==> src/hdl/hgfm_pkg.sv <==
// Types, constants and control structs shared by the gamepad field mapper.
package hgfm_pkg;

    localparam int NUM_AXES    = 6;
    localparam int NUM_BUTTONS = 17;

    localparam int IN_TDATA_W  = 136;
    localparam int IN_TUSER_W  = 3;
    localparam int OUT_TDATA_W = 24;

    localparam logic signed [15:0] AXIS_FULL = 16'sd32767;
    localparam logic signed [15:0] AXIS_MIN  = -16'sd32767;

    localparam logic [15:0] PAGE_GENERIC  = 16'h0001;
    localparam logic [15:0] PAGE_BUTTON   = 16'h0009;
    localparam logic [15:0] USAGE_POINTER = 16'h0001;
    localparam logic [15:0] USAGE_X       = 16'h0030;
    localparam logic [15:0] USAGE_Y       = 16'h0031;
    localparam logic [15:0] USAGE_Z       = 16'h0032;
    localparam logic [15:0] USAGE_RZ      = 16'h0035;

    localparam logic [3:0] TRIG_L_FIELD = 4'd8;
    localparam logic [3:0] TRIG_R_FIELD = 4'd9;
    localparam logic [3:0] COUNT_MAX    = 4'd15;

    localparam logic [2:0] AXIS_LX = 3'd0;
    localparam logic [2:0] AXIS_LY = 3'd1;
    localparam logic [2:0] AXIS_RX = 3'd2;
    localparam logic [2:0] AXIS_RY = 3'd3;
    localparam logic [2:0] AXIS_LT = 3'd4;
    localparam logic [2:0] AXIS_RT = 3'd5;

    localparam logic CLASS_AXIS   = 1'b0;
    localparam logic CLASS_BUTTON = 1'b1;

    // |v-min| and |max-min| fit 32 bits; |v-min|*65534 fits 48 bits
    localparam int DIVISOR_W  = 32;
    localparam int DIVIDEND_W = 48;
    localparam int STEP_W     = 6;
    localparam logic [STEP_W-1:0] DIV_LAST = STEP_W'(DIVIDEND_W - 1);

    typedef enum logic [1:0] {
        KIND_START = 2'd0,
        KIND_FIELD = 2'd1,
        KIND_READ  = 2'd2
    } kind_t;

    typedef struct packed {
        logic capture;
        logic decode;
        logic prep;
        logic load;
        logic step;
        logic fix;
        logic emit;
    } dp_cmd_t;

    typedef struct packed {
        logic has_result;
        logic needs_div;
        logic div_last;
        logic out_free;
    } dp_stat_t;

endpackage

==> src/hdl/hid_gamepad_field_mapper.sv <==
// Scaled axis items: accept, decode, prep, load, divide, fix, then emit once the output register is free.
// The divide state runs the 48-step radix-2 divider, one quotient bit per cycle.
// Reads, button fields and flat-range axes go from decode to emit; items with no result return to accept.
// A finished result waits in the output register while the next transaction is taken.
// Reset (rst_n low, async): sticks 0, triggers -32767, buttons clear, field count 0.
module hid_gamepad_field_mapper (
    input  logic                                clk,
    input  logic                                rst_n,
    input  logic                                s_tvalid,
    output logic                                s_tready,
    // page, usage, field_value, logical_min, logical_max, entry_index, zero pad
    input  logic [hgfm_pkg::IN_TDATA_W-1:0]     s_tdata,
    // kind, entry_class
    input  logic [hgfm_pkg::IN_TUSER_W-1:0]     s_tuser,
    output logic                                m_tvalid,
    input  logic                                m_tready,
    // target_index, target_value, zero pad
    output logic [hgfm_pkg::OUT_TDATA_W-1:0]    m_tdata,
    // target_class
    output logic                                m_tuser
);

    hgfm_pkg::dp_cmd_t  cmd;
    hgfm_pkg::dp_stat_t stat;

    hgfm_ctrl u_ctrl (
        .clk      (clk),
        .rst_n    (rst_n),
        .in_valid (s_tvalid),
        .in_ready (s_tready),
        .stat     (stat),
        .cmd      (cmd)
    );

    hgfm_dp u_dp (
        .clk       (clk),
        .rst_n     (rst_n),
        .cmd       (cmd),
        .stat      (stat),
        .in_tdata  (s_tdata),
        .in_tuser  (s_tuser),
        .out_ready (m_tready),
        .out_valid (m_tvalid),
        .out_tdata (m_tdata),
        .out_tuser (m_tuser)
    );

endmodule

==> src/hdl/hgfm_div.sv <==
// Radix-2 restoring divider, one quotient bit per step.
module hgfm_div (
    input  logic                             clk,
    input  logic                             rst_n,
    input  logic                             load,
    input  logic                             step,
    input  logic [hgfm_pkg::DIVIDEND_W-1:0]  dividend,
    input  logic [hgfm_pkg::DIVISOR_W-1:0]   divisor,
    output logic [hgfm_pkg::DIVIDEND_W-1:0]  quotient,
    output logic                             last
);

    logic [hgfm_pkg::DIVIDEND_W-1:0] quo_reg;
    logic [hgfm_pkg::DIVIDEND_W-1:0] quo_next;
    logic [hgfm_pkg::DIVISOR_W-1:0]  rem_reg;
    logic [hgfm_pkg::DIVISOR_W-1:0]  rem_next;
    logic [hgfm_pkg::DIVISOR_W-1:0]  dsr_reg;
    logic [hgfm_pkg::STEP_W-1:0]     cnt_reg;
    logic [hgfm_pkg::DIVISOR_W:0]    shifted;
    logic [hgfm_pkg::DIVISOR_W:0]    trial;
    logic                            fits;

    always_comb
    begin
        shifted  = {rem_reg, quo_reg[hgfm_pkg::DIVIDEND_W-1]};
        trial    = shifted - {1'b0, dsr_reg};
        fits     = shifted >= {1'b0, dsr_reg};
        rem_next = fits ? trial[hgfm_pkg::DIVISOR_W-1:0] : shifted[hgfm_pkg::DIVISOR_W-1:0];
        quo_next = {quo_reg[hgfm_pkg::DIVIDEND_W-2:0], fits};
    end

    always_ff @(posedge clk or negedge rst_n)
    begin
        if (!rst_n)
        begin
            cnt_reg <= '0;
        end
        else if (load)
        begin
            cnt_reg <= '0;
        end
        else if (step)
        begin
            cnt_reg <= cnt_reg + 1'b1;
        end
    end

    always_ff @(posedge clk)
    begin
        if (load)
        begin
            quo_reg <= dividend;
            rem_reg <= '0;
            dsr_reg <= divisor;
        end
        else if (step)
        begin
            quo_reg <= quo_next;
            rem_reg <= rem_next;
        end
    end

    assign quotient = quo_reg;
    assign last     = (cnt_reg == hgfm_pkg::DIV_LAST);

endmodule

==> src/hdl/hgfm_ctrl.sv <==
// Sequencer for the field mapper: accept, decode, scale, divide, deliver.
module hgfm_ctrl (
    input  logic                clk,
    input  logic                rst_n,
    input  logic                in_valid,
    output logic                in_ready,
    input  hgfm_pkg::dp_stat_t  stat,
    output hgfm_pkg::dp_cmd_t   cmd
);

    typedef enum logic [2:0] {
        ST_IDLE,
        ST_DECODE,
        ST_PREP,
        ST_LOAD,
        ST_DIVIDE,
        ST_FIX,
        ST_EMIT
    } state_t;

    state_t state_reg;
    state_t state_next;
    logic   ready_reg;

    always_comb
    begin
        state_next = state_reg;
        cmd        = '0;
        case (state_reg)
            ST_IDLE:
            begin
                if (in_valid && ready_reg)
                begin
                    cmd.capture = 1'b1;
                    state_next  = ST_DECODE;
                end
            end
            ST_DECODE:
            begin
                cmd.decode = 1'b1;
                if (stat.needs_div)
                begin
                    state_next = ST_PREP;
                end
                else if (stat.has_result)
                begin
                    state_next = ST_EMIT;
                end
                else
                begin
                    state_next = ST_IDLE;
                end
            end
            ST_PREP:
            begin
                cmd.prep   = 1'b1;
                state_next = ST_LOAD;
            end
            ST_LOAD:
            begin
                cmd.load   = 1'b1;
                state_next = ST_DIVIDE;
            end
            ST_DIVIDE:
            begin
                cmd.step = 1'b1;
                if (stat.div_last)
                begin
                    state_next = ST_FIX;
                end
            end
            ST_FIX:
            begin
                cmd.fix    = 1'b1;
                state_next = ST_EMIT;
            end
            ST_EMIT:
            begin
                // wait for the output register to drain
                if (stat.out_free)
                begin
                    cmd.emit   = 1'b1;
                    state_next = ST_IDLE;
                end
            end
            default:
            begin
                state_next = ST_IDLE;
            end
        endcase
    end

    always_ff @(posedge clk or negedge rst_n)
    begin
        if (!rst_n)
        begin
            state_reg <= ST_IDLE;
            ready_reg <= 1'b1;
        end
        else
        begin
            state_reg <= state_next;
            ready_reg <= (state_next == ST_IDLE);
        end
    end

    assign in_ready = ready_reg;

endmodule

==> src/hdl/hgfm_dp.sv <==
// Datapath: item capture, decode, gamepad state, axis scaling and output register.
module hgfm_dp (
    input  logic                                clk,
    input  logic                                rst_n,
    input  hgfm_pkg::dp_cmd_t                   cmd,
    output hgfm_pkg::dp_stat_t                  stat,
    input  logic [hgfm_pkg::IN_TDATA_W-1:0]     in_tdata,
    input  logic [hgfm_pkg::IN_TUSER_W-1:0]     in_tuser,
    input  logic                                out_ready,
    output logic                                out_valid,
    output logic [hgfm_pkg::OUT_TDATA_W-1:0]    out_tdata,
    output logic                                out_tuser
);

    // captured transaction
    logic [1:0]         kind_reg;
    logic [15:0]        page_reg;
    logic [15:0]        usage_reg;
    logic [31:0]        val_reg;
    logic [31:0]        lo_reg;
    logic [31:0]        hi_reg;
    logic               cls_reg;
    logic [4:0]         idx_reg;

    // gamepad state
    logic signed [15:0]                 axis_reg [hgfm_pkg::NUM_AXES];
    logic [hgfm_pkg::NUM_BUTTONS-1:0]   btn_reg;
    logic [3:0]                         count_reg;

    // pending result
    logic               res_cls_reg;
    logic [4:0]         res_idx_reg;
    logic signed [15:0] res_val_reg;
    logic               res_wr_reg;

    // scaling operands
    logic [32:0]                        diff_reg;
    logic [32:0]                        den_reg;
    logic [hgfm_pkg::DIVISOR_W-1:0]     num_mag_reg;
    logic [hgfm_pkg::DIVISOR_W-1:0]     den_mag_reg;
    logic                               neg_reg;
    logic [32:0]                        diff_neg;
    logic [32:0]                        den_neg;
    logic [hgfm_pkg::DIVIDEND_W-1:0]    dividend;
    logic [hgfm_pkg::DIVIDEND_W-1:0]    quotient;
    logic                               div_last;
    logic [16:0]                        q_off;
    logic signed [15:0]                 fix_val;

    // output register
    logic                               out_valid_reg;
    logic [hgfm_pkg::OUT_TDATA_W-1:0]   out_tdata_reg;
    logic                               out_tuser_reg;

    // decode
    logic               is_gd;
    logic               is_count_field;
    logic               trig_hit;
    logic [2:0]         trig_axis;
    logic               stick_hit;
    logic [2:0]         stick_axis;
    logic               btn_hit;
    logic               bounds_eq;
    logic               axis_rd_ok;
    logic               btn_rd_ok;
    logic               dec_has;
    logic               dec_div;
    logic               dec_wr;
    logic               dec_cls;
    logic [4:0]         dec_idx;
    logic signed [15:0] dec_val;

    assign is_gd          = (page_reg == hgfm_pkg::PAGE_GENERIC);
    assign is_count_field = is_gd && (usage_reg == hgfm_pkg::USAGE_POINTER);
    assign trig_hit       = is_count_field && ((count_reg == hgfm_pkg::TRIG_L_FIELD) ||
                                               (count_reg == hgfm_pkg::TRIG_R_FIELD));
    assign trig_axis      = (count_reg == hgfm_pkg::TRIG_L_FIELD) ? hgfm_pkg::AXIS_LT
                                                                  : hgfm_pkg::AXIS_RT;
    // buttons 9 and 10 are the trigger usages and are skipped
    assign btn_hit        = (page_reg == hgfm_pkg::PAGE_BUTTON) &&
                            (usage_reg inside {[16'd1:16'd8], [16'd11:16'd17]});
    assign bounds_eq      = (lo_reg == hi_reg);
    assign axis_rd_ok     = (idx_reg < 5'(hgfm_pkg::NUM_AXES));
    assign btn_rd_ok      = (idx_reg < 5'(hgfm_pkg::NUM_BUTTONS));

    always_comb
    begin
        stick_hit  = is_gd;
        stick_axis = hgfm_pkg::AXIS_LX;
        case (usage_reg)
            hgfm_pkg::USAGE_X:  stick_axis = hgfm_pkg::AXIS_LX;
            hgfm_pkg::USAGE_Y:  stick_axis = hgfm_pkg::AXIS_LY;
            hgfm_pkg::USAGE_Z:  stick_axis = hgfm_pkg::AXIS_RX;
            hgfm_pkg::USAGE_RZ: stick_axis = hgfm_pkg::AXIS_RY;
            default:            stick_hit  = 1'b0;
        endcase
    end

    always_comb
    begin
        dec_has = 1'b0;
        dec_div = 1'b0;
        dec_wr  = 1'b0;
        dec_cls = hgfm_pkg::CLASS_AXIS;
        dec_idx = '0;
        dec_val = '0;
        case (kind_reg)
            hgfm_pkg::KIND_READ:
            begin
                dec_cls = cls_reg;
                dec_idx = idx_reg;
                if (cls_reg == hgfm_pkg::CLASS_AXIS)
                begin
                    dec_has = axis_rd_ok;
                    dec_val = axis_reg[idx_reg[2:0]];
                end
                else
                begin
                    dec_has = btn_rd_ok;
                    dec_val = {15'd0, btn_reg[idx_reg]};
                end
            end
            hgfm_pkg::KIND_FIELD:
            begin
                if (trig_hit || stick_hit)
                begin
                    dec_has = 1'b1;
                    dec_wr  = 1'b1;
                    dec_div = !bounds_eq;
                    dec_idx = trig_hit ? 5'(trig_axis) : 5'(stick_axis);
                    // flat range: sticks center, triggers rest
                    dec_val = trig_hit ? hgfm_pkg::AXIS_MIN : 16'sd0;
                end
                else if (btn_hit)
                begin
                    dec_has = 1'b1;
                    dec_wr  = 1'b1;
                    dec_cls = hgfm_pkg::CLASS_BUTTON;
                    dec_idx = usage_reg[4:0] - 5'd1;
                    dec_val = {15'd0, (val_reg != 32'd0)};
                end
            end
            default:
            begin
                dec_has = 1'b0;
            end
        endcase
    end

    always_ff @(posedge clk)
    begin
        if (cmd.capture)
        begin
            kind_reg  <= in_tuser[1:0];
            cls_reg   <= in_tuser[2];
            page_reg  <= in_tdata[15:0];
            usage_reg <= in_tdata[31:16];
            val_reg   <= in_tdata[63:32];
            lo_reg    <= in_tdata[95:64];
            hi_reg    <= in_tdata[127:96];
            idx_reg   <= in_tdata[132:128];
        end
    end

    // scaling: |v-min|*65534 / |max-min|, sign handled at the end
    assign diff_neg = -diff_reg;
    assign den_neg  = -den_reg;
    assign dividend = {num_mag_reg, 16'd0} - {15'd0, num_mag_reg, 1'b0};

    always_ff @(posedge clk)
    begin
        if (cmd.decode)
        begin
            res_cls_reg <= dec_cls;
            res_idx_reg <= dec_idx;
            res_val_reg <= dec_val;
            res_wr_reg  <= dec_wr;
            diff_reg    <= {val_reg[31], val_reg} - {lo_reg[31], lo_reg};
            den_reg     <= {hi_reg[31], hi_reg} - {lo_reg[31], lo_reg};
        end
        if (cmd.prep)
        begin
            num_mag_reg <= diff_reg[32] ? diff_neg[31:0] : diff_reg[31:0];
            den_mag_reg <= den_reg[32] ? den_neg[31:0] : den_reg[31:0];
            neg_reg     <= diff_reg[32] ^ den_reg[32];
        end
        if (cmd.fix)
        begin
            res_val_reg <= fix_val;
        end
    end

    hgfm_div u_div (
        .clk      (clk),
        .rst_n    (rst_n),
        .load     (cmd.load),
        .step     (cmd.step),
        .dividend (dividend),
        .divisor  (den_mag_reg),
        .quotient (quotient),
        .last     (div_last)
    );

    // a negative quotient always lands at or below the floor
    always_comb
    begin
        q_off = {1'b0, quotient[15:0]} - 17'(hgfm_pkg::AXIS_FULL);
        if (neg_reg)
        begin
            fix_val = hgfm_pkg::AXIS_MIN;
        end
        else if ((|quotient[hgfm_pkg::DIVIDEND_W-1:16]) || (&quotient[15:0]))
        begin
            fix_val = hgfm_pkg::AXIS_FULL;
        end
        else
        begin
            fix_val = q_off[15:0];
        end
    end

    always_ff @(posedge clk or negedge rst_n)
    begin
        if (!rst_n)
        begin
            for (int i = 0; i < hgfm_pkg::NUM_AXES; i++)
            begin
                axis_reg[i] <= ((i == int'(hgfm_pkg::AXIS_LT)) ||
                                (i == int'(hgfm_pkg::AXIS_RT))) ? hgfm_pkg::AXIS_MIN
                                                                : 16'sd0;
            end
            btn_reg   <= '0;
            count_reg <= '0;
        end
        else
        begin
            if (cmd.decode)
            begin
                if (kind_reg == hgfm_pkg::KIND_START)
                begin
                    count_reg <= '0;
                end
                else if ((kind_reg == hgfm_pkg::KIND_FIELD) && is_count_field &&
                         (count_reg != hgfm_pkg::COUNT_MAX))
                begin
                    count_reg <= count_reg + 4'd1;
                end
            end
            if (cmd.emit && res_wr_reg)
            begin
                if (res_cls_reg == hgfm_pkg::CLASS_AXIS)
                begin
                    axis_reg[res_idx_reg[2:0]] <= res_val_reg;
                end
                else
                begin
                    btn_reg[res_idx_reg] <= res_val_reg[0];
                end
            end
        end
    end

    always_ff @(posedge clk or negedge rst_n)
    begin
        if (!rst_n)
        begin
            out_valid_reg <= 1'b0;
        end
        else if (cmd.emit)
        begin
            out_valid_reg <= 1'b1;
        end
        else if (out_ready)
        begin
            out_valid_reg <= 1'b0;
        end
    end

    always_ff @(posedge clk)
    begin
        if (cmd.emit)
        begin
            out_tdata_reg <= {3'd0, res_val_reg, res_idx_reg};
            out_tuser_reg <= res_cls_reg;
        end
    end

    assign stat.has_result = dec_has;
    assign stat.needs_div  = dec_div;
    assign stat.div_last   = div_last;
    assign stat.out_free   = !out_valid_reg || out_ready;

    assign out_valid = out_valid_reg;
    assign out_tdata = out_tdata_reg;
    assign out_tuser = out_tuser_reg;

endmodule

==> config.mk <==
export PLATFORM = sky130hd
export DESIGN_NAME = hid_gamepad_field_mapper
export DESIGN_NICKNAME = d
export VERILOG_FILES = /design/src/hdl/hgfm_pkg.sv /design/src/hdl/hid_gamepad_field_mapper.sv /design/src/hdl/hgfm_div.sv /design/src/hdl/hgfm_ctrl.sv /design/src/hdl/hgfm_dp.sv
export SDC_FILE = /design/constraint.sdc
export NUM_CORES = 1
export LEC_CHECK = 0
export ABC_AREA = 1
export ABC_CLOCK_PERIOD_IN_PS = 6200
export BUFFER_PORTS_ARGS = -buffer_cell sky130_fd_sc_hd__buf_2
export CAP_MARGIN = 5
export CORE_MARGIN = 3
export CORE_UTILIZATION = 45
export CTS_BUF_LIST = sky130_fd_sc_hd__clkbuf_16
export DETAILED_ROUTE_END_ITERATION = 6
export PLACE_DENSITY = 0.63
export SYNTH_ARGS = -nofsm -noshare
export SYNTH_HDL_FRONTEND = slang
export SYNTH_SLANG_ARGS = --single-unit
==> constraint.sdc <==
create_clock -name clk -period 6.2 [get_ports clk]
set_input_delay 0.62 -clock clk [delete_from_list [all_inputs] [get_ports clk]]
set_output_delay 0.62 -clock clk [all_outputs]
set_load 0.005 [all_outputs]
==> results of run 1 <==
-- worst max path at each step --
stage,to,slack (ns),cells past startpoint
after floorplan,u_ctrl.in_ready,0.60,5
after global placement,u_dp.u_div.quotient[45],3.44,9
after detailed placement,u_dp.u_div.quotient[45],3.41,9
after CTS,u_dp.u_div.quotient[45],3.40,9
after global routing,u_dp.u_div.quotient[45],3.14,9
final,u_dp.u_div.quotient[45],3.35,9
-- report_power, final --
group          switching (mW)  internal, mW
clock                    1.49          2.00
combinational            3.07          1.48
sequential              0.551          5.21
total                    5.10          8.70
-- worst max-delay path, stage by stage, from the launching register on --
cell and delay (ns):
edfxtp_1 0.49, inv_1 0.13, ha_1 0.38, a21oi_1 0.30
o21ai_0 0.21, o21ai_0 0.44, nand4_1 0.19, or2_2 0.30
nand3_1 0.08, nand2_1 0.07
-- per-stage QoR --
step | power, mW | setup slack [ns] | cell area [sq um] | cells | utilization [%]
2_1_floorplan | 8.99 | 0.598 | 30600 | 3487 | -
3_3_place_gp | 10.3 | 3.44 | 32300 | 4459 | 48.6
6_report | 13.8 | 3.35 | 34200 | 4571 | 51.5
4_1_cts | 13.9 | 3.40 | 34200 | 4571 | 51.5
5_1_grt | 14.7 | 3.14 | 34200 | 4571 | 51.5
3_5_place_dp | 10.4 | 3.41 | 32300 | 4459 | 48.6
-- metal layers --
layer	vias up	track usage, %	wire length, um
li1	12100	-	-
met1	11100	31.3	36400
met2	574	33.7	33700
met3	118	2.66	3500
met4	0	5.94	2080
met5	-	0	0
-- cell usage after synthesis (5+ instances only) --
library cell,count,area [sq um]
a21o_1,11,82.6
clkbuf_1,42,158
o21bai_1,14,105
buf_6,6,67.6
nor4_1,33,206
nor3_2,5,50.1
a31oi_1,25,156
o21ai_1,22,110
nand2_1,811,3040
nand4_1,63,394
nand2_2,6,37.5
dfstp_2,5,131
nor2_1,346,1300
nand3_1,213,1070
o21ai_2,15,131
nor3_1,47,235
o21a_1,8,60.1
o211ai_1,5,37.5
a21boi_0,6,45.0
o22ai_1,18,113
xor2_1,96,841
edfxtp_1,392,11800
nor2_2,16,100
inv_1,412,1550
dfrtp_1,123,3080
o21ai_0,236,1180
buf_2,17,85.1
o31ai_1,5,37.5
a21oi_1,172,861
buf_1,8,30.0
ha_1,129,1610
a211oi_1,6,45.0
nand3b_1,31,233
or2_2,7,43.8
xnor2_1,61,534
dfxtp_1,32,641
-- cell type report --
cell class / count / area (sq um)
Clock buffer: 61 / 1530
Inverter: 415 / 1560
Timing Repair Buffer: 184 / 1000
Clock inverter: 51 / 405
Multi-Input combinational cell: 2444 / 13000
Fill cell: 6210 / 32200
Sequential cell: 552 / 15600
Tap cell: 864 / 1080
-- cells by family (layout without fill, tap and decap cells) --
| kind of cell | after synthesis | count (layout) | share of synthesized area, % |
|---|---|---|---|
| simple gates | 1595 | 1595 | 22.4 |
| compound gates | 554 | 554 | 10.0 |
| flops | 552 | 552 | 51.1 |
| buf+inv | 491 | 711 | 6.29 |
| xor+xnor | 157 | 157 | 4.50 |
| fa+ha+maj | 132 | 132 | 5.48 |
| mux | 3 | 3 | 0.0983 |
| other cells | 1 | 3 | 0.0123 |
-- placed cells by master (no fill, tap or decap), types with 96 or more instances in the layout --
cell type	n
inv_1	416
edfxtp_1	392
nand3_1	213
o21ai_0	236
ha_1	129
nor2_1	343
dfrtp_1	123
a21oi_1	172
nand2_1	810
buf_2	162
xor2_1	96
==> impl_metrics.json, run 1 <==
{
  "largest_reg_flops": 96,
  "crit_type": "register to register",
  "worstHoldStart": "s_tdata[116]",
  "maxCapViolations": 0,
  "worstHoldEndpoint": "u_dp.hi_reg[20]",
  "cp-end-kind": "register",
  "fmax_mhz": 351,
  "start_util_pct": 46.0,
  "synth-edff-count": 392,
  "synth.cell_area_sq_um": 30500,
  "drt_iter0_markers": 1980,
  "dr.pass1.iters": 6,
  "cts_inserted_buffers": 59,
  "hold_path.class": "input pin to register",
  "cts_hold_buf": 0,
  "antenna_cells": 0,
  "avgSynthCellArea_sq_um": 8.76,
  "worst_ep_arrival_time_ns": 3.21,
  "start_kind": "register",
  "grt_start_max_net_pins": 112,
  "p_per_area_nw_per_um2": 403,
  "period_needed_ns": 2.85,
  "layout-drive-gt1-share_pct": 9.47,
  "clk_latency_ns": 0.61,
  "finalHoldWorstSlack_ns": 0.172,
  "antenna_found_initial": 0,
  "finalHoldViolCount": 0,
  "clock-skew-final_ns": 0.0175,
  "postSynthCellCount": 3485,
  "regToRegSetupSlack_ns": 3.35,
  "gp_congestion": 0.975,
  "core_sq_um": 66500,
  "async_flop_share_pct": 23.2,
  "routedWlPerCell_um": 16.6,
  "grt_pass1_wl_mm": 122,
  "postRouteAntennaNets": 0,
  "overflow": 0,
  "relSlewSlack_pct": 19.5,
  "drt_wl_total_mm": 75.7,
  "num-nets-final": 3931,
  "hold_depth": 1,
  "required_ns": 6.57,
  "grt_pass1_vias": 22900,
  "dieArea_sq_um": 71000,
  "path_clk_slew_ns": 0.07,
  "io_pins": 170,
  "cts_resized": 0,
  "route.detailed.drc": 0,
  "crit_start": "u_dp.num_mag_reg[17]",
  "peakVddDrop_mv": 0.272,
  "dpl.hpwl_mm": 56.5,
  "yosysWarningCount": 0,
  "timing.setup.tns_ns": 0,
  "worstMarginPinSlew_ns": 1.20,
  "ys_seq_elements": 552,
  "synth.distinct_cells": 58,
  "area_growth_pct": 12.1,
  "slew_violations": 0,
  "reg2reg_from": "u_dp.num_mag_reg[17]",
  "vias": 23900,
  "rr_worst_depth": 9,
  "setup_violations": 0,
  "root_buffer": "clkbuf_16",
  "rows": 94,
  "cts_tree": "done",
  "numPortBuffers": 163,
  "synth_top_flop_cell": "edfxtp_1",
  "outcome": "finished, final reports clean",
  "r2r-end": "u_dp.u_div.quotient[45]",
  "post-cts-setup-buffers": 0,
  "crit_path_max_fanout": 5,
  "p_leak_nw": 14.6,
  "htree_levels": 2,
  "fp.dieW_um": 267,
  "period_share_pct": 45.9,
  "die_y_um": 267,
  "grtUsageTotal_pct": 21.4,
  "yosysSeqAreaShare_pct": 51.1,
  "cts_sinks": 552,
  "rsz0062_at_grt": "false",
  "viasPerCell": 5.22,
  "cts_max_path_buffers": 3
}
Note: power is estimated with default switching activity, not from simulation.
==> run 2: changes to the inputs <==
--- a/config.mk
+++ b/config.mk
@@ -5,8 +5,8 @@
 export SDC_FILE = /design/constraint.sdc
 export NUM_CORES = 1
 export LEC_CHECK = 0
-export ABC_AREA = 1
-export ABC_CLOCK_PERIOD_IN_PS = 6200
+export ABC_AREA = 0
+export ABC_CLOCK_PERIOD_IN_PS = 2500
 export BUFFER_PORTS_ARGS = -buffer_cell sky130_fd_sc_hd__buf_2
 export CAP_MARGIN = 5
 export CORE_MARGIN = 3
==> constraint.sdc (replaced) <==
create_clock -name clk -period 2.5 [get_ports clk]
set_input_delay 0.25 -clock clk [delete_from_list [all_inputs] [get_ports clk]]
set_output_delay 0.25 -clock clk [all_outputs]
set_load 0.005 [all_outputs]
==> impl_metrics.json, run 2 <==
{
  "finalHoldWorstSlack_ns": 0.0665,
  "synth.distinct_cells": 76,
  "critPathMaxStageDelay_ns": 0.55,
  "synth_top_area_share_pct": 41.3,
  "core_sq_um": 62200,
  "layout_common_cells": "487 x buf_4, 392 x edfxtp_1, 205 x nand2_1",
  "gp_congestion": 0.884,
  "yosysWarningCount": 0,
  "crit_type": "register to register",
  "num-nets-final": 3572,
  "avgSynthCellArea_sq_um": 11.6,
  "die_y_um": 258,
  "crit_path_max_fanout": 3,
  "timing.setup.tns_ns": -35.32,
  "clk_latency_ns": 0.62,
  "ys_seq_elements": 552,
  "outcome": "complete, but fails checks",
  "cpMostUsedCell": "or3_4",
  "hold_path.class": "input pin to register",
  "drt_iter0_markers": 1453,
  "start_kind": "register",
  "synth_top_flop_cell": "edfxtp_1",
  "grtUsageTotal_pct": 22.7,
  "peakVddDrop_mv": 0.737,
  "route.detailed.drc": 0,
  "slew_violations": 0,
  "viasPerCell": 5.35,
  "clock-skew-final_ns": 0.0226,
  "antenna_cells": 0,
  "cts_tree": "done",
  "cts_max_path_buffers": 3,
  "worstPathCellList": "or4_4 > or3_4 > or3_4 > or3_4 > or4_4 > inv_4 > nand2_4 > o31ai_4 > xnor2_1",
  "finalPower_mw": 41.7,
  "crit_buf_inv": 1,
  "setup_violations": 112,
  "overflow": 0,
  "synth.cell_area_sq_um": 28500,
  "root_buffer": "clkbuf_16",
  "required_ns": 2.87,
  "routedWlPerCell_um": 18.5,
  "period_share_pct": 125,
  "violations": "negative setup slack",
  "grt_pass1_vias": 23300,
  "grt_start_max_net_pins": 98,
  "maxCapViolations": 0,
  "async_flop_share_pct": 23.2,
  "synth-edff-count": 392,
  "antenna_found_initial": 1,
  "period_needed_ns": 3.11,
  "yosysSeqAreaShare_pct": 54.8,
  "numPortBuffers": 163,
  "synth_most_common_cell": "edfxtp_1",
  "synth.cells.most_frequent": "392 x edfxtp_1, 227 x nand2_1, 167 x o21ai_0",
  "vias": 22400,
  "relSlewSlack_pct": 46.5,
  "worst_ep_arrival_time_ns": 3.49,
  "critPathTopFamily": "simple AND/OR/NAND/NOR gates",
  "path_clk_slew_ns": 0.06,
  "rsz0062_at_grt": "true",
  "finalHoldViolCount": 0,
  "yosys.area.top_type": "edfxtp_1",
  "layout-drive-gt1-share_pct": 38.3,
  "htree_levels": 2,
  "cp-end-kind": "register",
  "postSynthCellCount": 2457,
  "cts_sinks": 552,
  "largest_reg_flops": 96,
  "dr.pass1.iters": 5,
  "dpl.hpwl_mm": 52.4,
  "rows": 91,
  "cts_inserted_buffers": 60,
  "postRouteAntennaNets": 0,
  "fmax_mhz": 321,
  "final_common_cell": "buf_4",
  "p_leak_nw": 16.8,
  "slowest_stage": "or4_4",
  "start_util_pct": 45.8,
  "fp.dieW_um": 258,
  "grt_pass1_wl_mm": 122,
  "worstMarginPinSlew_ns": 0.802,
  "io_pins": 170,
  "fin_util_pct": 64.7,
  "drt_wl_total_mm": 77.3,
  "p_per_area_nw_per_um2": 1040,
  "dieArea_sq_um": 66400,
  "synth_area_leaders": "edfxtp_1 41%, dfrtp_1 11%, ha_1 5.7%",
  "fin_ws_ns": -0.615,
  "area_growth_pct": 41.3
}
## run 2: cell count changes after synthesis, sizes merged, moves of 46 or more
cell and delta:
o21ai -103, xnor2 +84, a21o +46, nand3 -171, nand2 -590, mux2 +115, a21oi -51, nor2 -236
mux2i +54, inv -286
## run 2: repair_timing
| item | 4_1_cts | 5_1_grt |
|---|---|---|
| cloned | 5 | 0 |
| setup buffers | 74 | 39 |
| hold buffers | 137 | 0 |
| setup endpoints to repair | 128 | 134 |
| pin swaps | 155 | 143 |
| endpoints found under the hold margin | 169 | 0 |
| gates resized for setup | 230 | 168 |
## run 2: cells by family after synthesis
family | count (synthesis) | share of synthesized area (%)
adders and majority gates | 132 | 5.88
buffers and inverters | 206 | 2.78
muxes | 181 | 7.26
AOI/OAI and AO/OA | 539 | 12.0
and+or+nand+nor | 645 | 11.0
DFF | 552 | 54.8
xor gates and xnor gates | 201 | 6.18
other | 1 | 0.0132
## run 2: worst register-to-register path, delay by kind of cell (launching register included)
kind	cells	cell delay (ns)
AO/OA/AOI/OAI	1	0.18
XOR/XNOR	1	0.09
buffers and inverters	1	0.08
flip-flops	1	0.39
AND/OR/NAND/NOR	6	2.15
## run 2: final cells by class
type	instances	area, sq um
clock buffer	63	1580
clock inverter	50	370
fill	4705	21900
inverter	129	498
multi-input combinational	1701	14300
sequential	552	15600
tap	837	1050
timing repair buffer	853	6800
## run 2: final timing paths
| kind | start | to | slack, ns | cells past startpoint |
|---|---|---|---|---|
| max | u_dp.diff_reg[9] | u_dp.num_mag_reg[29] | -0.61 | 9 |
| min | m_tready | u_dp.out_valid | 0.07 | 3 |
| max reg2reg | u_dp.diff_reg[9] | u_dp.num_mag_reg[29] | -0.61 | 9 |
| min reg2reg | u_dp.den_mag_reg[13] | u_dp.u_div.dsr_reg[13] | 0.41 | 0 |
| max in group asynchronous | rst_n | u_dp.axis_reg[6] | 1.64 | 3 |
| min in group asynchronous | rst_n | u_dp.axis_reg[27] | 0.14 | 2 |
## run 2: metrics by stage
step                      setup WS [ns]  instances  cell area, sq um
final                            -0.615       4185             40200
after global routing             -0.737       4185             40200
after CTS                        -0.625       4163             39300
after detailed placement         -0.774       3842             34300
after global placement           -0.738       3842             34300
after floorplan                  -0.620       2459             29200
## run 2: per-layer routing
metal	up-vias	global-route usage (%)	routed length [um]
met5	-	0	0
met1	10900	29.6	32800
met4	0	6.44	2020
li1	10800	-	-
met3	123	3.22	3530
met2	568	39.7	39000
## run 2: report_power, final
group | internal (mW) | switching [mW] | total [mW]
logic | 9.29 | 9.32 | 18.6
registers | 12.9 | 1.60 | 14.5
clock network | 4.97 | 3.69 | 8.66
total | 27.1 | 14.6 | 41.7
